**src/hdl/bsc_pkg.sv**
```systemverilog
package bsc_pkg;

    // store geometry
    localparam int STORE_DEPTH = 1024;
    localparam int ADDR_W      = (STORE_DEPTH > 1) ? $clog2(STORE_DEPTH) : 1;
    localparam int CNT_W       = $clog2(STORE_DEPTH + 1);
    // signed search bounds: left up to count, right down to -1
    localparam int PTR_W       = CNT_W + 1;

    // payload field widths
    localparam int KIND_W  = 2;
    localparam int DATA_W  = 32;
    localparam int IDX_W   = 10;
    localparam int PROBE_W = 4;

    localparam logic [PROBE_W-1:0] PROBE_MAX = '1;

    // item kinds
    localparam logic [KIND_W-1:0] KIND_CLEAR  = 2'd0;
    localparam logic [KIND_W-1:0] KIND_APPEND = 2'd1;
    localparam logic [KIND_W-1:0] KIND_SEARCH = 2'd2;

    typedef enum logic [1:0] {
        S_IDLE,
        S_ADDR,
        S_CMP,
        S_DONE
    } t_state;

    // controller to datapath
    typedef struct packed {
        logic clear;
        logic append;
        logic start;
        logic issue;
        logic step;
        logic load_out;
    } t_cmd;

    // datapath to controller
    typedef struct packed {
        logic in_range;
        logic hit;
    } t_status;

endpackage

```
**src/hdl/bsc_ctrl.sv**
```systemverilog
module bsc_ctrl (
    input  logic                         i_clk,
    input  logic                         i_rst_n,
    input  logic                         i_valid,
    input  logic [bsc_pkg::KIND_W-1:0]   i_kind,
    input  logic                         i_out_stall,
    input  bsc_pkg::t_status             i_status,
    output logic                         o_in_stall,
    output logic                         o_out_valid,
    output bsc_pkg::t_cmd                o_cmd
);
    import bsc_pkg::*;

    t_state r_state;
    t_state n_state;
    logic   r_out_valid;
    logic   n_out_valid;

    // state and output valid registers
    always_ff @(posedge i_clk) begin
        if (!i_rst_n) begin
            r_state     <= S_IDLE;
            r_out_valid <= 1'b0;
        end else begin
            r_state     <= n_state;
            r_out_valid <= n_out_valid;
        end
    end

    // next state and commands
    always_comb begin
        n_state    = r_state;
        o_cmd      = '0;
        o_in_stall = (r_state != S_IDLE);
        unique case (r_state)
            S_IDLE: begin
                if (i_valid) begin
                    unique case (i_kind)
                        KIND_CLEAR:  o_cmd.clear  = 1'b1;
                        KIND_APPEND: o_cmd.append = 1'b1;
                        KIND_SEARCH: begin
                            o_cmd.start = 1'b1;
                            n_state     = S_ADDR;
                        end
                        default: ;
                    endcase
                end
            end
            S_ADDR: begin
                if (i_status.in_range) begin
                    o_cmd.issue = 1'b1;
                    n_state     = S_CMP;
                end else begin
                    n_state = S_DONE;
                end
            end
            S_CMP: begin
                o_cmd.step = 1'b1;
                n_state    = i_status.hit ? S_DONE : S_ADDR;
            end
            S_DONE: begin
                if (!r_out_valid || !i_out_stall) begin
                    o_cmd.load_out = 1'b1;
                    n_state        = S_IDLE;
                end
            end
            default: n_state = S_IDLE;
        endcase
    end

    // result stays valid until the consumer takes it
    always_comb begin
        n_out_valid = (r_out_valid && i_out_stall) || o_cmd.load_out;
    end

    assign o_out_valid = r_out_valid;

endmodule

```
**config.mk**
```make
export PLATFORM = sky130hd
export DESIGN_NAME = bsc_ctrl
export DESIGN_NICKNAME = d
export VERILOG_FILES = /design/src/hdl/bsc_pkg.sv /design/src/hdl/bsc_ctrl.sv
export SDC_FILE = /design/constraint.sdc
export NUM_CORES = 1
export LEC_CHECK = 0
export BUFFER_PORTS_ARGS = -buffer_cell sky130_fd_sc_hd__buf_2
export CORE_AREA = 3 3 40 42
export CTS_BUF_LIST = sky130_fd_sc_hd__clkbuf_2
export DETAILED_ROUTE_END_ITERATION = 10
export DIE_AREA = 0 0 43 45
export GPL_ROUTABILITY_DRIVEN = 0
export PLACE_DENSITY = 0.44
export SLEW_MARGIN = 20
export SYNTH_ARGS = -nofsm -noshare
export SYNTH_HDL_FRONTEND = slang
export SYNTH_SLANG_ARGS = --single-unit
```
**constraint.sdc**
```tcl
create_clock -name i_clk -period 1.3 [get_ports i_clk]
set_clock_uncertainty 0.1 [all_clocks]
set_input_delay 0.26 -clock i_clk [delete_from_list [all_inputs] [get_ports i_clk]]
set_output_delay 0.26 -clock i_clk [all_outputs]
set_load 0.005 [all_outputs]
```
-- Word-level counts from Yosys, hierarchy flattened
Index checks and enable logic that the tools add are counted.
- $add $sub $neg: 0
- $mul: 0
- divide/modulo/power cells: 0
- $lt $le $gt $ge: 0
- equality and inequality tests: 8
- shift operators: 0
- multiplexer cells: 16
- bitwise operators: 0
- reduce and logical (&&, ||, !) cells: 9
- operators by type and width (kind ; count):
    $mux W1 ; 9
    $mux W2 ; 4
    $pmux W2 S4 ; 1
    $eq A2 B2 Y1 const B ; 3
    $mux W3 ; 2
    $eq A2 B1 Y1 const B ; 2
    $logic_not A2 Y1 ; 2
    $ne A2 B2 Y1 const B ; 2
    $reduce_and A3 Y1 ; 1
    $logic_not A1 Y1 ; 2
    $logic_or A1 B1 Y1 ; 2
    $ne A2 B1 Y1 const B ; 1
    $reduce_bool A2 Y1 ; 1
    $logic_and A1 B1 Y1 ; 1
- bits in registers: 3
- latch bits: 0
- RAM bits: 0
- ROM bits: 0
- bits of input ports: 8
- memories: 0

-- Longest topological paths before layout
- depth in word-level cells: 5
- mapped depth: 3

-- Worst setup path before layout
Ideal clock, no wire load.
- kind: register -> output
- start point: register r_state[0]
- end point: output o_cmd[5] (netlist bit)
- data arrival time: 0.779 ns
- slack: 0.161 ns
- stages on the path, launching flop included: 4
- path through: dfxtp_1 > nor2_2 > inv_2 > nor4b_2
- RTL lines (item ; RTL line ; RTL):
    start: declaration ; bsc_ctrl.sv:14 ; t_state r_state;
    start signal: assignment ; bsc_ctrl.sv:25 ; r_state <= n_state;
    end: declaration ; bsc_ctrl.sv:10 ; output bsc_pkg::t_cmd o_cmd

==> run summary <==
=================================================================================================
Slowest-stage cell, CP                                                               sky130_fd_sc_hd__dfxtp_2
Number of vias per cell                                                                      3.84
Layout cell share with drive strength beyond 1                                              72.1%
Gr ovfl total                                                                                   0
Minimum clock period after layout                                                         1.41 ns
Net count, final                                                                               52
Total area of multi-input combinational cells                                             120 um2
Worst stage delay on the critical path                                                    0.33 ns
Startpoint class of the critical path                                                    register
Sum of buffers and inverters on the critical path                                               3
Die width                                                                                   43 um
Transition at the pin with the smallest max-transition slack                             0.226 ns
Arr. time, crit path                                                                      1.05 ns
Number of buffers added by the clock tree synthesis step                                        3
Count of pins on the block boundary                                                            16
Core region area                                                                      0.00128 mm2
Max-capacitance violation count                                                                 0
Utilization of the core after routing                                                       26.5%
Classification of the worst-slack hold path                                          input pin to register
Overall die height                                                                          45 um
Start of the worst register-to-register path                                           r_state[0]
Unrepaired setup endpoints after global routing                                               yes
Biggest fanout along the worst timing path                                                      4
Required time of the critical path                                                        0.94 ns
Number of antenna repair diodes                                                                 0
Critical path endpoint category                                                       output port
Average wire per standard cell                                                            8.74 um
Clock transition at the registers of the reported paths                                   0.05 ns
Violations in the final reports                                                      setup timing
Total via count after detailed routing                                                        223
FILL cells                                                                                    145
Sum of negative setup slack                                                             -0.347 ns
Residual DRC                                                                                    0
Sequential standard cell area                                                            62.6 um2
Period Utilization, post-route                                                               109%
Total number of H-tree levels                                                                   1
TritonCTS clock tree                                                                        built
Tot GR Track Use                                                                            6.24%
Number of hold violations in the final report                                                   0
Crit path kind                                                                       register to output port
Yosys warning count                                                                             0
VDD IR max                                                                               0.352 mV
Instance count along the most critical hold path                                                3
WL final                                                                                   507 um
Site Rows                                                                                      13
WP depth                                                                                        4
Number of antenna violations at the first check in global routing                               0
LEAKAGE                                                                                  0.181 nW
Max transition margin                                                                       84.8%
Timing-limited maximum frequency                                                        0.708 GHz
Ratio of total power to cell area                                                      987 mW/mm2
Post-Synthesis Cells                                                                           20
Initial Util                                                                                13.7%
Crit path cell chain                                                                 buf_4 -> buf_6 -> and3b_4 -> buf_6
Cell area after synthesis                                                                 176 um2
Area growth syn-to-layout                                                                   92.9%
Die Area                                                                              0.00194 mm2
Smallest setup slack after layout                                                       -0.112 ns
Length in cells of the worst reg-to-reg path                                                    5
First-pass iteration count of the detailed router                                               1
Max-slew violation total from the final report                                                  0
Post-synthesis register bit count                                                               3
Maximum number of pins on one net before global-route repair                                    6
Port Buf Inserts                                                                               15
Most common cell type on the critical path                                           sky130_fd_sc_hd__buf_6
Syn nets                                                                                       28
Violation count after the first detailed-route iteration                                        0
Post-cts hold buffer count                                                                      0
Wire length of the first global-routing pass                                               814 um
Half-perimeter wire length after detailed placement                                        384 um
Number of distinct library cell variants in the gate-level netlist after synthesis             15
Via count of the first global-routing pass                                                    201
Outcome                                                                              finished with violations
Mean instance size in the synthesized netlist                                            8.82 um2
Clk sinks                                                                                       3
Seq/Total Area, Yosys                                                                       34.0%
Maximum buffer depth of the clock tree                                                          2
Setup crit start                                                                       r_state[0]
Clk Tree Root Cell                                                                   sky130_fd_sc_hd__clkbuf_2
Start point of the worst min-delay path                                               i_status[0]
Final number of setup-violating endpoints                                                       5
Post-route antenna net violation count                                                          0
Worst path top cell family by delay                                                  buffers and inverters
Clock latency reported for the late side of the worst-skew pair                           0.20 ns
Minimum setup slack after placement                                                     0.0583 ns
=================================================================================================
layer usage:
layer / vias up / global-route usage, % / wire length, um
met3: 0 / 5.98 / 92
met5: - / 0 / 0
met1: 90 / 6.97 / 227
li1: 117 / - / -
met4: 0 / 3.61 / 0
met2: 16 / 7.49 / 188
registers in the layout, summed over array words and instances (netlist names):
name	count
r_state	2
o_out_valid	1
stage by stage:
step	instance area [um2]	hold slack [ns]	power, mW	std cells
finish	340	0.198	0.336	58
global route	340	0.201	0.372	58
CTS	330	0.177	0.339	57
detailed placement	278	0.372	0.180	51
global placement	278	0.371	0.180	51
floorplan	176	0.295	0.143	20
cells in the final DEF, fill, tap and decap left out, types with 2 or more instances in the layout:
cell type	Yosys	final
sky130_fd_sc_hd__buf_4	0	3
sky130_fd_sc_hd__buf_6	0	2
sky130_fd_sc_hd__buf_2	0	14
sky130_fd_sc_hd__clkbuf_2	0	4
sky130_fd_sc_hd__nor2_1	3	3
sky130_fd_sc_hd__dfxtp_2	0	2
cell usage after synthesis, drive strengths merged:
cell type | instances | area (um2)
o21ai | 1 | 5.00
nand2 | 2 | 7.51
a21oi | 1 | 5.00
nand3b | 1 | 7.51
and3b | 1 | 12.5
a211oi | 1 | 12.5
nor2 | 4 | 17.5
nor2b | 1 | 6.26
inv | 1 | 3.75
a21boi | 1 | 7.51
and2 | 1 | 6.26
and4b | 1 | 10.0
dfxtp | 3 | 60.1
nor4b | 1 | 15.0
path summary, 6_finish.rpt:
kind | end | slack (ns)
max | o_cmd[2] | -0.11
min reg2reg | o_out_valid | 0.37
min | r_state[1] | 0.20
max reg2reg | r_state[0] | 0.08
worst register-to-register path, delay by kind of cell (launching register included):
kind	cells	cell delay [ns]
AO/OA/AOI/OAI	1	0.17
buffers and inverters	3	0.37
flip-flops	1	0.33
AND/OR/NAND/NOR	1	0.17
kinds of logic (layout without fill, tap and decap cells):
family	Yosys count	count (layout)	share of synthesized area, %
buf+inv	1	24	2.13
compound gates	4	4	17.0
flops	3	3	34.0
simple gates	12	12	46.8
final cells by class:
class / instances / area share [%]
Multi-Input combinational cell: 16 / 35.3
Timing Repair Buffer: 19 / 33.8
Sequential cell: 3 / 18.4
Clock buffer: 4 / 5.88
Tap cell: 15 / 5.51
Inverter: 1 / 1.10
power by group:
group	total (mW)	internal, mW	leakage (nW)	switching (mW)
clock	0.132	0.0812	0.0166	0.0507
sequential	0.108	0.100	0.0253	0.00809
combinational	0.0954	0.0573	0.139	0.0380
total	0.336	0.239	0.181	0.0968
repair_timing:
item / CTS / global route
setup endpoints to repair: 5 / 6
gates resized for setup: 5 / 1
pin swaps: 2 / 2
buffers inserted: 2 / 1
(Power assumes the default switching activity.)
